<file path="src/rtl/isqn_pkg.sv">
// ----------------------------------------------------------------------------
// isqn_pkg
// Shared types, widths and constants for the Newton integer square root block.
// ----------------------------------------------------------------------------
package isqn_pkg;

	localparam int DATA_W = 32;
	localparam int ROOT_W = 16;
	localparam int MAG_W  = DATA_W - 1;

	typedef logic signed [DATA_W-1:0] value_t;
	typedef logic [DATA_W-1:0]        word_t;
	typedef logic [MAG_W-1:0]         mag_t;
	typedef logic [ROOT_W-1:0]        root_t;

	localparam mag_t GUESS_HI  = mag_t'(32'h0000_3FFF);
	localparam mag_t GUESS_MID = mag_t'(32'h0000_03FF);
	localparam mag_t GUESS_LO  = mag_t'(32'h0000_003F);
	localparam mag_t GUESS_MIN = mag_t'(32'h0000_0007);
	localparam mag_t SMALL_MAX = mag_t'(32'h0000_0004);

	// starting guess by magnitude of a positive operand
	function automatic mag_t init_guess(input mag_t v);
		mag_t g;
		begin
			if (v[30:16] != '0) begin
				g = (v[30:24] != '0) ? GUESS_HI : GUESS_MID;
			end else if (v[15:8] != '0) begin
				g = GUESS_LO;
			end else begin
				g = (v > SMALL_MAX) ? GUESS_MIN : v;
			end
			return g;
		end
	endfunction

endpackage

</file>
<file path="src/rtl/isqn_div.sv">
// ----------------------------------------------------------------------------
// isqn_div
// Restoring radix-2 divider, one quotient bit per cycle.
// ----------------------------------------------------------------------------
module isqn_div (
	input  logic            clk,
	input  logic            arst_n,
	input  logic            start,
	input  isqn_pkg::word_t dividend,
	input  isqn_pkg::word_t divisor,
	output logic            done,
	output isqn_pkg::word_t quotient,
	output isqn_pkg::word_t remainder
);
	import isqn_pkg::*;

	localparam int CNT_W = $clog2(DATA_W);

	logic             busy_q;
	logic             done_q;
	logic [CNT_W-1:0] cnt_q;
	word_t            q_q;
	word_t            r_q;
	word_t            d_q;
	logic [DATA_W:0]  trial;

	assign trial = {r_q, q_q[DATA_W-1]} - {1'b0, d_q};

	always_ff @(posedge clk or negedge arst_n) begin
		if (!arst_n) begin
			busy_q <= 1'b0;
			done_q <= 1'b0;
			cnt_q  <= '0;
		end else begin
			done_q <= 1'b0;
			if (start) begin
				busy_q <= 1'b1;
				cnt_q  <= '0;
			end else if (busy_q) begin
				cnt_q <= cnt_q + 1'b1;
				if (&cnt_q) begin
					busy_q <= 1'b0;
					done_q <= 1'b1;
				end
			end
		end
	end

	always_ff @(posedge clk) begin
		if (start) begin
			q_q <= dividend;
			r_q <= '0;
			d_q <= divisor;
		end else if (busy_q) begin
			if (!trial[DATA_W]) begin
				r_q <= trial[DATA_W-1:0];
				q_q <= {q_q[DATA_W-2:0], 1'b1};
			end else begin
				r_q <= {r_q[DATA_W-2:0], q_q[DATA_W-1]};
				q_q <= {q_q[DATA_W-2:0], 1'b0};
			end
		end
	end

	assign done      = done_q;
	assign quotient  = q_q;
	assign remainder = r_q;

endmodule

</file>
<file path="src/rtl/integer_sqrt_newton.sv">
// ----------------------------------------------------------------------------
// integer_sqrt_newton
// Integer square root of a signed 32-bit value by Newton iteration.
//
//   channel  | handshake            | payload
//   ---------+----------------------+-------------------------
//   input    | in_valid / in_stall  | value  (32b signed)
//   output   | out_valid / out_stall| root   (16b unsigned)
//
// One beat at a time. Each Newton step runs one pass of the shared radix-2
// divider, plus the ST_STEP state to form the next guess; the last step
// is followed by one more division for the exact k*(k-1) correction.
// Zero or negative values skip the divider and go straight to ST_FIN;
// in_stall is high while an item is in work.
// Reset clears all control state; no clearing pass is needed.
// ----------------------------------------------------------------------------
module integer_sqrt_newton (
	input  logic             clk,
	input  logic             arst_n,
	input  logic             in_valid,
	output logic             in_stall,
	input  isqn_pkg::value_t value,
	output logic             out_valid,
	input  logic             out_stall,
	output isqn_pkg::root_t  root
);
	import isqn_pkg::*;

	localparam logic [2:0] ST_IDLE = 3'd0;
	localparam logic [2:0] ST_DIV  = 3'd1;
	localparam logic [2:0] ST_STEP = 3'd2;
	localparam logic [2:0] ST_CHK  = 3'd3;
	localparam logic [2:0] ST_FIN  = 3'd4;

	logic [2:0]     state_q;
	mag_t           v_q;
	mag_t           best_q;
	mag_t           guess_q;
	root_t          res_q;
	root_t          root_q;
	logic           out_valid_q;

	logic           div_start;
	word_t          div_divisor;
	logic           div_done;
	word_t          div_quo;
	word_t          div_rem;

	logic [DATA_W:0] sum;
	word_t           next_guess;
	logic            improves;
	logic            accept;
	logic            out_free;
	logic            positive;

	assign accept   = in_valid && (state_q == ST_IDLE);
	assign positive = (value != '0) && !value[DATA_W-1];
	assign out_free = !out_valid_q || !out_stall;

	assign sum        = {1'b0, div_quo} + {2'b00, guess_q};
	assign next_guess = sum[DATA_W:1] + word_t'(sum[0]);
	assign improves   = {1'b0, best_q} > next_guess;

	always_comb begin
		div_start   = 1'b0;
		div_divisor = {1'b0, guess_q};
		unique case (state_q)
			ST_IDLE: begin
				div_start   = accept && positive;
				div_divisor = {1'b0, init_guess(value[MAG_W-1:0])};
			end
			ST_STEP: begin
				div_start   = 1'b1;
				div_divisor = improves ? next_guess : {1'b0, best_q};
			end
			default: begin
				div_start   = 1'b0;
				div_divisor = {1'b0, guess_q};
			end
		endcase
	end

	isqn_div u_div (
		.clk       (clk),
		.arst_n    (arst_n),
		.start     (div_start),
		.dividend  ({1'b0, (state_q == ST_IDLE) ? value[MAG_W-1:0] : v_q}),
		.divisor   (div_divisor),
		.done      (div_done),
		.quotient  (div_quo),
		.remainder (div_rem)
	);

	always_ff @(posedge clk or negedge arst_n) begin
		if (!arst_n) begin
			state_q     <= ST_IDLE;
			out_valid_q <= 1'b0;
		end else begin
			if (out_valid_q && !out_stall) begin
				out_valid_q <= 1'b0;
			end
			unique case (state_q)
				ST_IDLE: begin
					if (accept) begin
						state_q <= positive ? ST_DIV : ST_FIN;
					end
				end
				ST_DIV: begin
					if (div_done) begin
						state_q <= ST_STEP;
					end
				end
				ST_STEP: begin
					state_q <= improves ? ST_DIV : ST_CHK;
				end
				ST_CHK: begin
					if (div_done) begin
						state_q <= ST_FIN;
					end
				end
				ST_FIN: begin
					if (out_free) begin
						out_valid_q <= 1'b1;
						state_q     <= ST_IDLE;
					end
				end
				default: begin
					state_q <= ST_IDLE;
				end
			endcase
		end
	end

	always_ff @(posedge clk) begin
		case (state_q)
			ST_IDLE: begin
				v_q     <= value[MAG_W-1:0];
				best_q  <= value[MAG_W-1:0];
				guess_q <= init_guess(value[MAG_W-1:0]);
				res_q   <= '0;
			end
			ST_STEP: begin
				if (improves) begin
					best_q  <= next_guess[MAG_W-1:0];
					guess_q <= next_guess[MAG_W-1:0];
				end
			end
			ST_CHK: begin
				if (div_done) begin
					// exact k*(k-1) correction: the guess lands one high
					if ((div_quo == {1'b0, best_q - 1'b1}) && (div_rem == '0)) begin
						res_q <= root_t'(best_q - 1'b1);
					end else begin
						res_q <= root_t'(best_q);
					end
				end
			end
			ST_FIN: begin
				if (out_free) begin
					root_q <= res_q;
				end
			end
			default: begin
			end
		endcase
	end

	assign in_stall  = (state_q != ST_IDLE);
	assign out_valid = out_valid_q;
	assign root      = root_q;

endmodule

</file>
<file path="config.mk">
export PLATFORM = sky130hd
export DESIGN_NAME = integer_sqrt_newton
export DESIGN_NICKNAME = d
export VERILOG_FILES = /design/src/rtl/isqn_pkg.sv /design/src/rtl/isqn_div.sv /design/src/rtl/integer_sqrt_newton.sv
export SDC_FILE = /design/constraint.sdc
export NUM_CORES = 1
export LEC_CHECK = 0
export ABC_CLOCK_PERIOD_IN_PS = 26700
export BUFFER_PORTS_ARGS = -buffer_cell sky130_fd_sc_hd__clkbuf_2
export CAP_MARGIN = 20
export CORE_ASPECT_RATIO = 0.9
export CORE_MARGIN = 2
export CORE_UTILIZATION = 40
export DETAILED_ROUTE_END_ITERATION = 10
export MAX_ROUTING_LAYER = met4
export PLACE_DENSITY = 0.67
export SLEW_MARGIN = 30
export SYNTH_ARGS = -nofsm -noshare
export SYNTH_HDL_FRONTEND = slang
export SYNTH_SLANG_ARGS = --single-unit
</file>
<file path="constraint.sdc">
create_clock -name clk -period 26.7 [get_ports clk]
set_input_delay 4.005 -clock clk [delete_from_list [all_inputs] [get_ports clk]]
set_output_delay 4.005 -clock clk [all_outputs]
set_load 0.02 [all_outputs]
</file>
* Yosys cells after proc, flatten, opt, wreduce, memory -nomap -nowiden
Index checks and enable logic that the tools add are counted.
W data, S select, Z words.
** Cells by class
- Add/sub/neg operators :: 5
- Magnitude comparators :: 2
- Equal/unequal tests :: 10
- Multiplexer cells :: 36
- Reductions and logical operators :: 24
** Operator list (number)
- $mux W31 :: 7
- $pmux W31 S2 :: 2
- $mux W32 :: 2
- $pmux W32 S2 :: 1
- $add A32 B31 Y33 :: 1
- $sub A33 B32 Y33 :: 1
- $add A32 B1 Y32 :: 1
- $eq A32 B31 Y1 :: 1
- $gt A31 B32 Y1 :: 1
- $logic_not A32 Y1 :: 1
- $mux W16 :: 2
- $pmux W16 S2 :: 1
- $reduce_bool A32 Y1 :: 1
- $gt A31 B3 Y1 const B :: 1
- $sub A31 B1 Y31 const B :: 1
- $mux W3 :: 5
- $pmux W3 S5 :: 1
- $reduce_bool A15 Y1 :: 1
- $mux W14 :: 1
- $mux W1 :: 10
- $mux W5 :: 2
- $reduce_bool A8 Y1 :: 1
- $reduce_bool A7 Y1 :: 1
- $eq A3 B2 Y1 const B :: 2
- 16 further kinds :: 29
** Storage, ports and cells
- Flip-flop bits (word level) :: 232
- Word-level logic and storage cells :: 91

* Longest topological paths before layout
- Depth in word-level cells :: 6
- Mapped depth :: 29
- Mapped depth without buffers :: 27

* By module
From an unflattened synthesis, not the netlist that was laid out.
** Second synthesis, totals
- Cell total of the unflattened synthesis :: 1684
- Area total of the unflattened synthesis :: 15941.5 µm²
** By module, submodules not included
- integer_sqrt_newton :: times used 1, cells each 1118, area an instance 9963.3 µm², sequential area each 3543.4 µm²
- isqn_div :: times used 1, cells each 566, area an instance 5978.2 µm², sequential area each 2737.6 µm²

* Worst setup path before layout
No wires, ideal clock.
- Path type :: register to register
- Start point :: register u_div.q_q[0] (netlist: u_div.quotient[0])
- End point :: register best_q[0] (enable)
- Library setup time :: 502 ps
- Arrival :: 8019 ps
- Data required time :: 26198 ps
- Slack :: 18179 ps
- Stages on the path, launching flop included :: 29
- Path buffers :: 2
- Cell sequence :: edfxtp_1 -> ha_1 -> inv_1 -> fa_1 -> nand2b_1 -> a211oi_2 -> o21ai_1 -> a21o_1 -> a2111oi_4 -> nand4_2 -> or3_1 -> buf_6 -> nor4_1 -> nor3_1 -> o22a_1 -> xor2_1 -> ha_1 -> a21o_1 -> a21o_1 -> a21oi_1 -> nor2b_1 -> o21ai_0 -> nand2b_1 -> a21oi_1 -> a21oi_1 -> o311ai_4 -> or2_1 -> buf_6 -> a21oi_1
** Between the ends
- Longest elaborated chain between the ends :: 5
** Ends and longest elaborated chain
- start, declared :: RTL line isqn_div.sv:22 : word_t q_q;
- start signal, assigned :: RTL line isqn_div.sv:51 : q_q <= dividend;
- start signal, assigned :: RTL line isqn_div.sv:57 : q_q <= {q_q[DATA_W-2:0], 1'b1};
- start signal, assigned :: RTL line isqn_div.sv:60 : q_q <= {q_q[DATA_W-2:0], 1'b0};
- $add A32 B31 Y33 :: RTL line integer_sqrt_newton.sv:60 : assign sum = {1'b0, div_quo} + {2'b00, guess_q};
- $add A32 B1 Y32 :: RTL line integer_sqrt_newton.sv:61 : assign next_guess = sum[DATA_W:1] + word_t'(sum[0]);
- $gt A31 B32 Y1 :: RTL line integer_sqrt_newton.sv:62 : assign improves = {1'b0, best_q} > next_guess;
- $ne A2 B2 Y1 (no source line)
- $reduce_and A2 Y1 (no source line)
- end signal, assigned :: RTL line integer_sqrt_newton.sv:138 : best_q <= value[MAG_W-1:0];
- end signal, assigned :: RTL line integer_sqrt_newton.sv:144 : best_q <= next_guess[MAG_W-1:0];
- end, declared :: RTL line integer_sqrt_newton.sv:37 : mag_t best_q;
No other way between the ends.
A chain may end at the register's enable or synchronous reset.

* Worst setup path after layout
- Start point :: register u_div.q_q[0] (netlist: u_div.quotient[0])
- End point :: register best_q[5] (enable)
Same word-level chain as after synthesis.

==> flow_summary.toml <==
[status]
status = "complete, no violations"

[routing]
first_iter_violations = 1441
totalWireLength_mm = 46.0
viasPerCell = 5.90
drcViolationCount = 0
ant_nets = 0
vias = 13253
dr.pass1.iters = 6
wl_per_cell_um = 20.5

[clock_network]
clockBufferDepth = 3
cts_num_sinks = 232
holdBufCountCts = 0
insertion_delay_ns = 0.57
post_cts_buffers = 0
htreeDepth = 1
cts-resized-gates = 0
clockRootBuffer = "clkbuf_16"
clk_pin_slew_ns = 0.06
cts_buffers = 27
cts_tree = "yes"

[timing]
fmax_mhz = 127
skew_ns = 0.0154
tightest_slew_ns = 1.04
tns_ns = 0
final-hold-violation-count = 0
rsz0062_at_grt = "no"
maxSlewViolCount = 0
finalCritPeriodShare = 0.296
period_needed_ns = 7.90
setup_viol = 0
relSlewSlack = 0.300
hold_slack_ns = 0.420

[layout]
drive_gt1_frac = 0.126
finish.utilization = 0.452
fill_cells = 3666
stdcell_area_um2 = 17400
antenna_cells = 0
final_net_count = 1836
syn_to_final_growth_pct = 10.8

[logic_synthesis]
synthCells = 1675
synth.cell_area_um2 = 15700
synth.distinct_cells = 90
synth_nets = 1810
synth_edf_count = 157
yosysWarningCount = 0
async_flop_share = 0.0474
ys.flop_type = "edfxtp_1"
yosys_register_bits = 232
seq_area_frac_synth = 0.399
syn_area_per_cell_um2 = 9.39

[pwr]
p_comb_frac = 0.593
clockPowerShare = 0.150
p_leak_nw = 6.87
p_switching_w = 0.00121
power_frac_seq = 0.258
p_per_area_nw_per_um2 = 146
ir_drop_uv = 70.2
p_int_w = 0.00134
power_switching_share = 0.474

[global_routing]
grt-ovfl-total = 0
grt_start_max_net_pins = 70
grt_pass1_wl_mm = 71.5
grt.total_usage = 0.231
grt_pass1_vias = 12452
grt_antenna_before_repair = 0

[worst_setup_path]
critPathBufInv = 2
cp_common_cell = "a21oi_1"
slowest_delay_ns = 0.75
cp.arrival_ns = 8.10
critPathRequiredTime_ns = 26.90
critical_path_class = "flop to flop"
rrSetupSlack_ns = 18.80
r2r_cells = 27
crit_cells = 27
start_kind = "flop"
critPathCaptureType = "flop"
worst_path_max_delay_cell = "a21oi_4"
crit_family = "compound AO/OA/AOI/OAI gates"
crit_fanout = 40

[floorplanning]
die_h_um = 192
pin_count = 54
rows = 68
start_util = 0.408
die_area_um2 = 40900
core-area_um2 = 38500
die_x_um = 213

[job]
maxCapViolations = 0

[placed_design]
placed_cell_area_um2 = 16500
hpwl_mm = 34.4
place.gp.congestion = 0.966
portBuffers = 53

[worst_hold_path]
hold_depth = 0
hp-class = "flop to flop"
## stage by stage
step                      total power, W  std cells  worst slack [ns]
after floorplan                  0.00176       1675             18.18
after global placement           0.00208       2196             18.78
after detailed placement         0.00212       2196             18.80
after CTS                        0.00251       2246             18.89
after global routing             0.00273       2247             18.35
final                            0.00255       2247             18.80
## synth_stat cells, types with 25 or more instances
cell type	count	share of area
xnor2_1	70	0.039
a21oi_1	141	0.045
ha_1	97	0.077
dfxtp_1	64	0.081
nor2_1	163	0.039
clkbuf_1	52	0.012
nand3_1	59	0.019
nor3_1	48	0.015
nand2_1	119	0.028
edfxtp_1	157	0.30
xor2_1	59	0.033
inv_1	70	0.017
o21ai_0	90	0.029
nand4_1	26	0.010
mux2_2	62	0.044
nor4_1	25	0.0099
a21o_1	55	0.026
## worst paths after layout
path	start	to
max	u_div.quotient[0]	best_q[5]
min	res_q[9]	root[9]
max reg2reg	u_div.quotient[0]	best_q[5]
min reg2reg	res_q[9]	root[9]
max in group asynchronous	arst_n	u_div.busy_q
min in group asynchronous	arst_n	out_valid
## power groups by stage
stage / Clock (W) / Sequential, W / Combinational (W)
floorplan: 0 / 0.000607 / 0.00115
global placement: 0 / 0.000657 / 0.00142
detailed placement: 0 / 0.000661 / 0.00146
CTS: 0.000389 / 0.000654 / 0.00147
global route: 0.000404 / 0.000672 / 0.00166
finish: 0.000382 / 0.000658 / 0.00151
## kinds of logic after synthesis
group | count (synthesis) | share of synthesized area
buffers and inverters | 144 | 0.0370
adders and majority gates | 100 | 0.0805
other | 1 | 0.000239
muxes | 69 | 0.0489
xor gates and xnor gates | 131 | 0.0750
DFF | 232 | 0.399
and+or+nand+nor | 568 | 0.181
AOI/OAI and AO/OA | 430 | 0.178
## state kept, by name, summed over array words and instances (netlist names)
| name | count |
|---|---|
| out_valid | 1 |
| u_div.quotient | 32 |
| best_q | 31 |
| u_div.remainder | 32 |
| u_div.busy_q | 1 |
| v_q | 31 |
| state_q | 3 |
| root | 16 |
| res_q | 16 |
| u_div.d_q | 32 |
| u_div.done | 1 |
| u_div.cnt_q | 5 |
| guess_q | 31 |
## metal layers
| metal | vias to the layer above | wire length [µm] | global-route usage | share of wire |
|---|---|---|---|---|
| li1 | 6258 | - | - | - |
| met1 | 6392 | 21000 | 0.325 | 0.46 |
| met2 | 526 | 20300 | 0.349 | 0.44 |
| met3 | 77 | 3680 | 0.0383 | 0.080 |
| met4 | 0 | 973 | 0.0468 | 0.021 |
| met5 | - | 0 | - | 0 |
## placed cells by master, fill, tap and decap left out, types with 10 or more instances in the layout
cell       Yosys  layout
dfrtp_1       11      10
xnor2_1       70      70
clkbuf_2       0      53
a211oi_1      13      13
xor2_1        59      58
nor3_1        48      48
edfxtp_1     157     157
mux2_2        62      62
nor2b_1       15      15
clkbuf_16      0      28
a21oi_1      141     140
buf_4          1      16
nor4_1        25      25
inv_1         70      70
a31oi_1       13      13
a221o_1       16      16
a21o_1        55      55
o21ai_0       90      88
nand3_1       59      59
nand2_1      119     118
or3_1         13      12
o211ai_1      14      14
nand2b_1      13      13
ha_1          97      97
nor2_1       163     162
and2_1        12      12
and3_1        16      16
a311oi_1      10      10
dfxtp_1       64      64
nand4_1       26      26
## cell type report
cell class / count / area [µm²] / area share
Multi-Input combinational cell: 1299 / 8910 / 0.511
Sequential cell: 232 / 6270 / 0.360
Clock buffer: 33 / 729 / 0.0419
Tap cell: 525 / 657 / 0.0377
Timing Repair Buffer: 70 / 413 / 0.0237
Inverter: 71 / 267 / 0.0153
Clock inverter: 17 / 178 / 0.0102
Note: power is estimated with default switching activity, not from simulation.
